<file path="src/design/ppcf_pkg.sv">
// Package for the ping-pong command FIFO: sizes, operation codes and the
// control struct passed from the pointer controller to the top level.
// No dependencies.
package ppcf_pkg;

    localparam int SLOTS  = 16;
    localparam int ARGS   = 4;
    localparam int BANKS  = 2;

    localparam int PTR_W  = (SLOTS > 1) ? $clog2(SLOTS) : 1;
    localparam int ADDR_W = $clog2(BANKS * SLOTS);
    localparam int WORD_W = 32;
    localparam int TYPE_W = 8;
    localparam int SLOT_W = TYPE_W + ARGS * WORD_W;

    localparam logic [1:0] KIND_PUSH = 2'd0;
    localparam logic [1:0] KIND_POP  = 2'd1;
    localparam logic [1:0] KIND_SWAP = 2'd2;
    localparam logic [1:0] KIND_NONE = 2'd3;

    typedef struct packed {
        logic              we;
        logic              re;
        logic              ok;
        logic              pop;
        logic [ADDR_W-1:0] waddr;
        logic [ADDR_W-1:0] raddr;
    } mem_ctrl_t;

endpackage

</file>
<file path="src/design/ppcf_slot_ram.sv">
// Generic single-write, single-read synchronous RAM with registered read data.
// No dependencies.
module ppcf_slot_ram #(
    parameter int WIDTH = 8,
    parameter int DEPTH = 32
) (
    input  logic                     clk,
    input  logic                     we,
    input  logic [$clog2(DEPTH)-1:0] waddr,
    input  logic [WIDTH-1:0]         wdata,
    input  logic                     re,
    input  logic [$clog2(DEPTH)-1:0] raddr,
    output logic [WIDTH-1:0]         rdata
);

    logic [WIDTH-1:0] mem [DEPTH];
    logic [WIDTH-1:0] rdata_reg;

    always_ff @(posedge clk)
    begin
        if (we)
        begin
            mem[waddr] <= wdata;
        end
        if (re)
        begin
            rdata_reg <= mem[raddr];
        end
    end

    assign rdata = rdata_reg;

endmodule

</file>
<file path="src/design/ppcf_ptr_ctrl.sv">
// Front and end pointers of both banks and the send-bank flag; decides each
// item's outcome and the slot memory access. Depends on ppcf_pkg.
module ppcf_ptr_ctrl (
    input  logic              clk,
    input  logic              rst_n,
    input  logic              accept,
    input  logic [1:0]        kind,
    output ppcf_pkg::mem_ctrl_t ctrl
);

    localparam logic [ppcf_pkg::PTR_W-1:0] LAST =
        ppcf_pkg::PTR_W'(ppcf_pkg::SLOTS - 1);
    localparam logic [ppcf_pkg::PTR_W-1:0] END_RST =
        ppcf_pkg::PTR_W'(1 % ppcf_pkg::SLOTS);
    localparam logic [ppcf_pkg::ADDR_W-1:0] BANK_OFS =
        ppcf_pkg::ADDR_W'(ppcf_pkg::SLOTS);

    logic [ppcf_pkg::PTR_W-1:0] front_reg [ppcf_pkg::BANKS];
    logic [ppcf_pkg::PTR_W-1:0] end_reg   [ppcf_pkg::BANKS];
    logic                       send_bank_reg;

    logic                       recv_bank;
    logic [ppcf_pkg::PTR_W-1:0] send_end;
    logic [ppcf_pkg::PTR_W-1:0] send_front;
    logic [ppcf_pkg::PTR_W-1:0] recv_end;
    logic [ppcf_pkg::PTR_W-1:0] recv_front;
    logic [ppcf_pkg::PTR_W-1:0] send_end_next;
    logic [ppcf_pkg::PTR_W-1:0] recv_front_next;
    logic                       full;
    logic                       empty;

    assign recv_bank       = ~send_bank_reg;
    assign send_end        = end_reg[send_bank_reg];
    assign send_front      = front_reg[send_bank_reg];
    assign recv_end        = end_reg[recv_bank];
    assign recv_front      = front_reg[recv_bank];
    assign send_end_next   = (send_end == LAST) ? '0 : send_end + 1'b1;
    assign recv_front_next = (recv_front == LAST) ? '0 : recv_front + 1'b1;
    assign full            = (send_end == send_front);
    assign empty           = (recv_front_next == recv_end);

    always_comb
    begin
        ctrl       = '0;
        ctrl.waddr = (send_bank_reg ? BANK_OFS : '0) + ppcf_pkg::ADDR_W'(send_end);
        ctrl.raddr = (recv_bank ? BANK_OFS : '0) + ppcf_pkg::ADDR_W'(recv_front_next);
        case (kind)
            ppcf_pkg::KIND_PUSH:
            begin
                ctrl.ok = ~full;
                ctrl.we = accept & ~full;
            end
            ppcf_pkg::KIND_POP:
            begin
                ctrl.ok  = ~empty;
                ctrl.pop = ~empty;
                ctrl.re  = accept & ~empty;
            end
            ppcf_pkg::KIND_SWAP:
            begin
                ctrl.ok = 1'b1;
            end
            default:
            begin
                ctrl.ok = 1'b0;
            end
        endcase
    end

    always_ff @(posedge clk or negedge rst_n)
    begin
        if (!rst_n)
        begin
            for (int b = 0; b < ppcf_pkg::BANKS; b++)
            begin
                front_reg[b] <= '0;
                end_reg[b]   <= END_RST;
            end
            send_bank_reg <= 1'b0;
        end
        else if (accept)
        begin
            if (ctrl.we)
            begin
                end_reg[send_bank_reg] <= send_end_next;
            end
            if (ctrl.re)
            begin
                front_reg[recv_bank] <= recv_front_next;
            end
            if (kind == ppcf_pkg::KIND_SWAP)
            begin
                send_bank_reg <= ~send_bank_reg;
            end
        end
    end

endmodule

</file>
<file path="src/design/ping_pong_command_fifo.sv">
// Ping-pong command FIFO top level. Depends on ppcf_pkg, ppcf_ptr_ctrl, ppcf_slot_ram.
// An accepted item's result is registered and appears in the next cycle; pop data come from the slot RAM read.
// Throughput: one item per cycle while results are taken; the result register
// holds one item, so a stalled result blocks the next item.
// Reset: asynchronous, active low; pointers and bank flag reset, slot RAM is not cleared.
module ping_pong_command_fifo (
    input  logic        clk,
    input  logic        rst_n,
    input  logic        in_valid,
    output logic        in_ready,
    input  logic [1:0]  kind,
    input  logic [7:0]  cmd_type,
    input  logic [31:0] arg_a,
    input  logic [31:0] arg_b,
    input  logic [31:0] arg_c,
    input  logic [31:0] arg_d,
    output logic        out_valid,
    input  logic        out_ready,
    output logic        ok,
    output logic [7:0]  out_type,
    output logic [31:0] out_a,
    output logic [31:0] out_b,
    output logic [31:0] out_c,
    output logic [31:0] out_d
);

    ppcf_pkg::mem_ctrl_t          ctrl;
    logic                         accept;
    logic                         valid_reg;
    logic                         ok_reg;
    logic                         pop_reg;
    logic [ppcf_pkg::SLOT_W-1:0]  wdata;
    logic [ppcf_pkg::SLOT_W-1:0]  rdata;
    logic [3:0][31:0]             args_in;
    logic [3:0][31:0]             args_out;

    assign in_ready = ~valid_reg | out_ready;
    assign accept   = in_valid & in_ready;
    assign args_in  = {arg_d, arg_c, arg_b, arg_a};

    ppcf_ptr_ctrl u_ptr (
        .clk    (clk),
        .rst_n  (rst_n),
        .accept (accept),
        .kind   (kind),
        .ctrl   (ctrl)
    );

    for (genvar i = 0; i < 4; i++)
    begin : g_args
        if (i < ppcf_pkg::ARGS)
        begin : g_used
            assign wdata[i*ppcf_pkg::WORD_W +: ppcf_pkg::WORD_W] = args_in[i];
            assign args_out[i] = pop_reg ? rdata[i*ppcf_pkg::WORD_W +: ppcf_pkg::WORD_W]
                                         : '0;
        end
        else
        begin : g_unused
            assign args_out[i] = '0;
        end
    end

    assign wdata[ppcf_pkg::ARGS*ppcf_pkg::WORD_W +: ppcf_pkg::TYPE_W] = cmd_type;

    ppcf_slot_ram #(
        .WIDTH (ppcf_pkg::SLOT_W),
        .DEPTH (ppcf_pkg::BANKS * ppcf_pkg::SLOTS)
    ) u_ram (
        .clk   (clk),
        .we    (ctrl.we),
        .waddr (ctrl.waddr),
        .wdata (wdata),
        .re    (ctrl.re),
        .raddr (ctrl.raddr),
        .rdata (rdata)
    );

    always_ff @(posedge clk or negedge rst_n)
    begin
        if (!rst_n)
        begin
            valid_reg <= 1'b0;
            ok_reg    <= 1'b0;
            pop_reg   <= 1'b0;
        end
        else if (in_ready)
        begin
            valid_reg <= in_valid;
            ok_reg    <= in_valid & ctrl.ok;
            pop_reg   <= in_valid & ctrl.pop;
        end
    end

    assign out_valid = valid_reg;
    assign ok        = ok_reg;
    assign out_type  = pop_reg ? rdata[ppcf_pkg::ARGS*ppcf_pkg::WORD_W +: ppcf_pkg::TYPE_W]
                               : '0;
    assign out_a     = args_out[0];
    assign out_b     = args_out[1];
    assign out_c     = args_out[2];
    assign out_d     = args_out[3];

endmodule

</file>
<file path="config.mk">
export PLATFORM = sky130hd
export DESIGN_NAME = ping_pong_command_fifo
export DESIGN_NICKNAME = d
export VERILOG_FILES = /design/src/design/ppcf_pkg.sv /design/src/design/ppcf_slot_ram.sv /design/src/design/ppcf_ptr_ctrl.sv /design/src/design/ping_pong_command_fifo.sv
export SDC_FILE = /design/constraint.sdc
export NUM_CORES = 2
export LEC_CHECK = 0
export ABC_AREA = 1
export BUFFER_PORTS_ARGS = -buffer_cell sky130_fd_sc_hd__buf_2
export CAP_MARGIN = 30
export CELL_PAD_IN_SITES_DETAIL_PLACEMENT = 2
export CELL_PAD_IN_SITES_GLOBAL_PLACEMENT = 2
export CORE_UTILIZATION = 40
export CTS_CLUSTER_DIAMETER = 50
export CTS_CLUSTER_SIZE = 28
export DETAILED_ROUTE_END_ITERATION = 16
export HOLD_SLACK_MARGIN = 0.12
export PLACE_DENSITY = 0.76
export SLEW_MARGIN = 5
export SYNTH_ARGS = -nofsm -noshare
export SYNTH_HDL_FRONTEND = slang
export SYNTH_HIERARCHICAL = 1
export SYNTH_MEMORY_MAX_BITS = 65536
export SYNTH_SLANG_ARGS = --single-unit
</file>
<file path="constraint.sdc">
create_clock -name clk -period 8.4 [get_ports clk]
set_input_delay 1.68 -clock clk [delete_from_list [all_inputs] [get_ports clk]]
set_output_delay 1.68 -clock clk [all_outputs]
set_load 0.1 [all_outputs]
</file>
== Word-level counts from Yosys, hierarchy flattened ==
Memories as Yosys holds them, arrays and structs flattened. A register that Yosys moved wholly into a read port is not among the register bits.
Index checks and enable logic that the tools add are counted.

* Latch bits: 0
* Memory bits (read-only): 0
* Output and inout port bits: 139
* Memory bits (writable): 4352
* Input bits: 142
* Logic and storage cells: 74
* Memories kept: 1
* Flip-flop bits (word level): 20

{| class="wikitable"
|+ Memory list
! memory !! depth !! width !! rd ports !! clocked after memory_dff !! write ports !! RTL line !! source
|-
| u_ram.mem || 32 || 136 || 1 || 1 || 1 || ppcf_slot_ram.sv:16 || <nowiki>logic [WIDTH-1:0] mem [DEPTH];</nowiki>
|}

* Multipliers: 0
* Bitwise gates (word level): 12
* Multiplexer cells: 33
* Divide/modulo/power cells: 0
* Equality and inequality tests: 6
* Reduce and logical (&&, ||, !) cells: 6
* $lt $le $gt $ge: 4
* Shift-type cells: 0
* Add/subtract/negate cells: 4

{| class="wikitable"
|+ Operators by type and width
! cell !! count
|-
| $mux W32 || 4
|-
| $mux W4 || 16
|-
| $bwmux W8 || 2
|-
| $add A5 B4 Y5 || 2
|-
| $mux W5 || 2
|-
| $add A4 B1 Y4 const B || 2
|-
| $demux W4 S1 || 2
|-
| $eq A4 B4 Y1 || 2
|-
| $eq A4 B4 Y1 const B || 2
|-
| $mux W8 || 1
|-
| $reduce_and A2 Y1 || 3
|-
| $and A1 B1 Y1 || 5
|-
| $mux W1 || 5
|-
| $ge A2 B2 Y1 const B || 2
|-
| $lt A2 B1 Y1 const B || 2
|-
| $not A1 Y1 || 4
|-
| $not A1 Y2 || 2
|-
| $pmux W1 S3 || 1
|-
| $eq A2 B1 Y1 const B || 1
|-
| $eq A2 B2 Y1 const B || 1
|-
| $logic_and A1 B1 Y1 || 2
|-
| $logic_not A2 Y1 || 1
|-
| $or A1 B1 Y1 || 1
|}

== Longest topological paths before layout ==
* Depth after elaboration: 12
* Mapped depth: 19

== Hierarchy ==
The synthesis kept the hierarchy.

{| class="wikitable"
|+ Modules (own cells, without submodules)
! module !! instances !! area an instance (µm²) !! cells each
|-
| ppcf_slot_ram || 1 || 176962.2 || 14044
|-
| ppcf_ptr_ctrl || 1 || 1366.3 || 184
|-
| ping_pong_command_fifo || 1 || 1323.8 || 305
|}

== Worst setup path after synthesis ==
No wires, ideal clock.

* Path type: input to register
* Start: in out_ready
* End: mem u_ram/mem[31][0] in the netlist's numbering, enable pin
* Cell stages on the path: 6
* Setup slack: -0.545 ns
* Required time: 7.766 ns
* Buffers on the path: 0
* Setup time: 0.634 ns
* Data arrival time: 8.312 ns
* Cell sequence: inv_1 -> a21oi_1 -> nand3_4 -> inv_1 -> nand3_1 -> nor2_1

{| class="wikitable"
|+ RTL lines
! what !! RTL line !! source
|-
| start, declared || ping_pong_command_fifo.sv:18 || <nowiki>input logic out_ready,</nowiki>
|-
| end, declared || ppcf_slot_ram.sv:16 ||
|}

==> results.md <==
- Status: complete, no violations
- Nets: roughly 15000
- Max-slew violation count: 0
- Post-layout minimum cycle time: roughly 5.6 ns
- Post-synthesis sequential area ratio: 0.753
- Core region area: 446000 um^2
- Cell area after synthesis: approximately 180000 um^2
- Max cap viols: 0
- Vias: 127000
- Horiz. Die Dim: 672 um
- Vias/cell: 6.05
- Hold Vio Cnt, Final: 0
- DR DRC count: 0
- Synth warnings: 6
- Seq pwr share: 0.295
- Number of global-route vias before repair: between 100k and 150k
- Clock Power Share: 0.257
- PnR worst setup slack: 2.78 ns
- Most frequent cells in the layout: nand2_1 (4689), edfxtp_1 (4488), nand3_1 (4103)
- Most common cell after layout, fill and taps aside: nand2_1
- Switching share of total power: 0.461
- Reg2reg path depth: 17
- Hold slack: ~0.48 ns
- Post-Synthesis Cells: 14500
- Fin util: 0.456
- Initial DRT Pass Iterations: 6
- DIE HEIGHT: 672 um
- Clock transition at the registers of the reported paths: 0.07 ns
- Sink Count: roughly 4500
- Layout cells sized above 1: 0.0932
- # setup viols final: 0
- Hold_buf cts: 0
- Syn Nets: roughly 15000
- Leakage power: about 72 nW
- Final ANT Viol Nets: 0
- Critical path startpoint category: register
- Synth Register Bits: about 4500
- 1st-iter DRT viols: ~13000
- Max reg flops: ~4400
- RSZ-0062 raised after global routing: false
- Worst Hold Class: register to register
- Die area: around 450000 um^2
- Initial Util: 0.403
- DRT Wirelength: 703 mm
- Syn avg cell area: about 12 um^2
- Routability cong.: around 0.74
- # rows: between 200 and 250
- Cts repair resizes: 0
- HPWL after DPL: around 350 mm
- PortBufs: 280
- Dpl cell area: 187000 um^2
- Clock Skews: around 0.077 ns
- Initial antenna violation count: 58
- Area Growth Syn to Fin: 13.3%
- Maximum clock rate: roughly 0.18 GHz
- Rel. slew slack: 0.184
- Power Internal: between 0.04 and 0.05 W
- Pre-CTS setup slack: approximately 2.5 ns
- Critical Path End Type: register
- Largest net degree at the start of global routing: between 150 and 200
- H-tree depth: 5
- Final instance area: ~200000 um^2
- Num CTS Buffers: 467
- Crit-path max FO: 188
- All-Layer GR Usage: 0.302
- R2R Setup Slk: 2.78 ns
- Total gr overflow: 0
- Clock Latency Late Sink: about 1.1 ns
- Logic pwr share: 0.448
- Setup crit start: u_ptr/send_bank_reg
- Worst setup endpoint: u_ram/rdata[43]
- Tcrit/Tclk final: 0.669
- Worst r2r src: u_ptr/send_bank_reg
- Netlist cell types: 36
- Reg-to-reg endpoint: u_ram/rdata[43]
- Avg WL per Cell: approximately 34 um
- Io pins: 281
- CP Class: register to register
- CP arrival: roughly 6.5 ns
- Peak supply drop: approximately 0.61 mV
- First-pass GRT wire length: 999 mm
- Sw power: 0.0403 W
- CTS tree: done
- Pwr/cell area: 430 nW/um^2
- Max Root-Sink Buffers: 4
- Worst EP required: ~9 ns
- Root Buffer: clkbuf_16
- # Post-CTS Setup Buffers: 0
- Worst-Margin Slew: approximately 1.2 ns
- Setup TNS: 0 ns
stage by stage:
stage	total power, W	cells
after floorplan	0.0502	14500
after global placement	0.0619	20000
after detailed placement	0.0639	20000
after CTS	0.0874	20900
after global routing	0.0906	20900
final	0.0876	20900
cell usage after synthesis, drive strengths merged:
cell / n / share of area
nand2: 4699 / 0.098
edfxtp: 4488 / 0.75
nand3: 4104 / 0.11
buf: 815 / 0.024
inv: 173 / 0.0037
clkbuf: 142 / 0.0030
nor2: 42 / 0.0011
o21ai: 23 / 0.00077
dfrtp: 18 / 0.0025
nand4: 11 / 0.00049
xnor2: 4 / 0.00019
xor2: 3 / 0.00015
a21oi: 2 / 0.000056
dfstp: 2 / 0.00029
ha: 2 / 0.00014
a31oi: 1 / 0.000035
clkinv: 1 / 0.000021
mux2: 1 / 0.000063
o21a: 1 / 0.000084
or2: 1 / 0.000035
power groups by stage:
stage | Sequential [W] | Clock [W] | Combinational [W]
after floorplan | 0.0263 | 0 | 0.0239
after global placement | 0.0263 | 0 | 0.0356
after detailed placement | 0.0263 | 0 | 0.0376
after CTS | 0.0259 | 0.0227 | 0.0389
after global routing | 0.0259 | 0.0234 | 0.0414
final | 0.0259 | 0.0225 | 0.0392
cell families (layout without fill, tap and decap cells):
| family | after synthesis | after routing | share of synthesized area |
|---|---|---|---|
| compound gates | 27 | 27 | 0.000940 |
| xor+xnor | 7 | 7 | 0.000341 |
| fa+ha+maj | 2 | 2 | 0.000139 |
| buf+inv | 1131 | 1567 | 0.0312 |
| flops | 4508 | 4508 | 0.753 |
| mux | 1 | 1 | 0.0000627 |
| other cells | 0 | 24 | 0 |
| simple gates | 8857 | 8857 | 0.214 |
worst min path at each step:
stage | from | endpoint | cells after the start
floorplan | u_ptr/front_reg[0] | u_ptr/front_reg[0] | 2
global placement | u_ptr/front_reg[3] | u_ptr/front_reg[3] | 2
detailed placement | u_ptr/front_reg[3] | u_ptr/front_reg[3] | 2
CTS | u_ptr/front_reg[3] | u_ptr/front_reg[3] | 2
global route | u_ptr/front_reg[3] | u_ptr/front_reg[3] | 2
finish | u_ptr/front_reg[0] | u_ptr/front_reg[0] | 2
metal layers:
| layer | global-route usage | part of all wire | wire (um) |
|---|---|---|---|
| met1 | 0.377 | 0.38 | 270000 |
| met2 | 0.532 | 0.51 | 357000 |
| met4 | 0.120 | 0.042 | 29900 |
| met5 | 0 | 0.00021 | 151 |
| met3 | 0.0368 | 0.065 | 45400 |
critical path, cell delays in order, from the launching register on:
cell	delay [ns]
dfrtp_2	0.39
buf_4	0.31
inv_16	0.52
nand2_1	0.15
nand2_2	0.16
ha_4	0.17
nand3_1	0.11
nand2_1	0.20
inv_8	0.16
inv_16	0.50
buf_4	0.88
buf_4	0.58
nand2_1	0.16
nand3_1	0.11
nand3_1	0.11
nand3_1	0.14
nand3_1	0.11
nand2_1	0.15
cell type report:
class                      count  area [um^2]
antenna                       24         60.1
clock buffer                 499        11900
clock inverter               381         4320
fill                       43900       243000
inverter                     174          739
multi-input combinational   8894        39100
sequential                  4508       135000
tap                         5928         7420
timing repair buffer         513         4760
No activity file was read; power rests on OpenSTA's default activity.
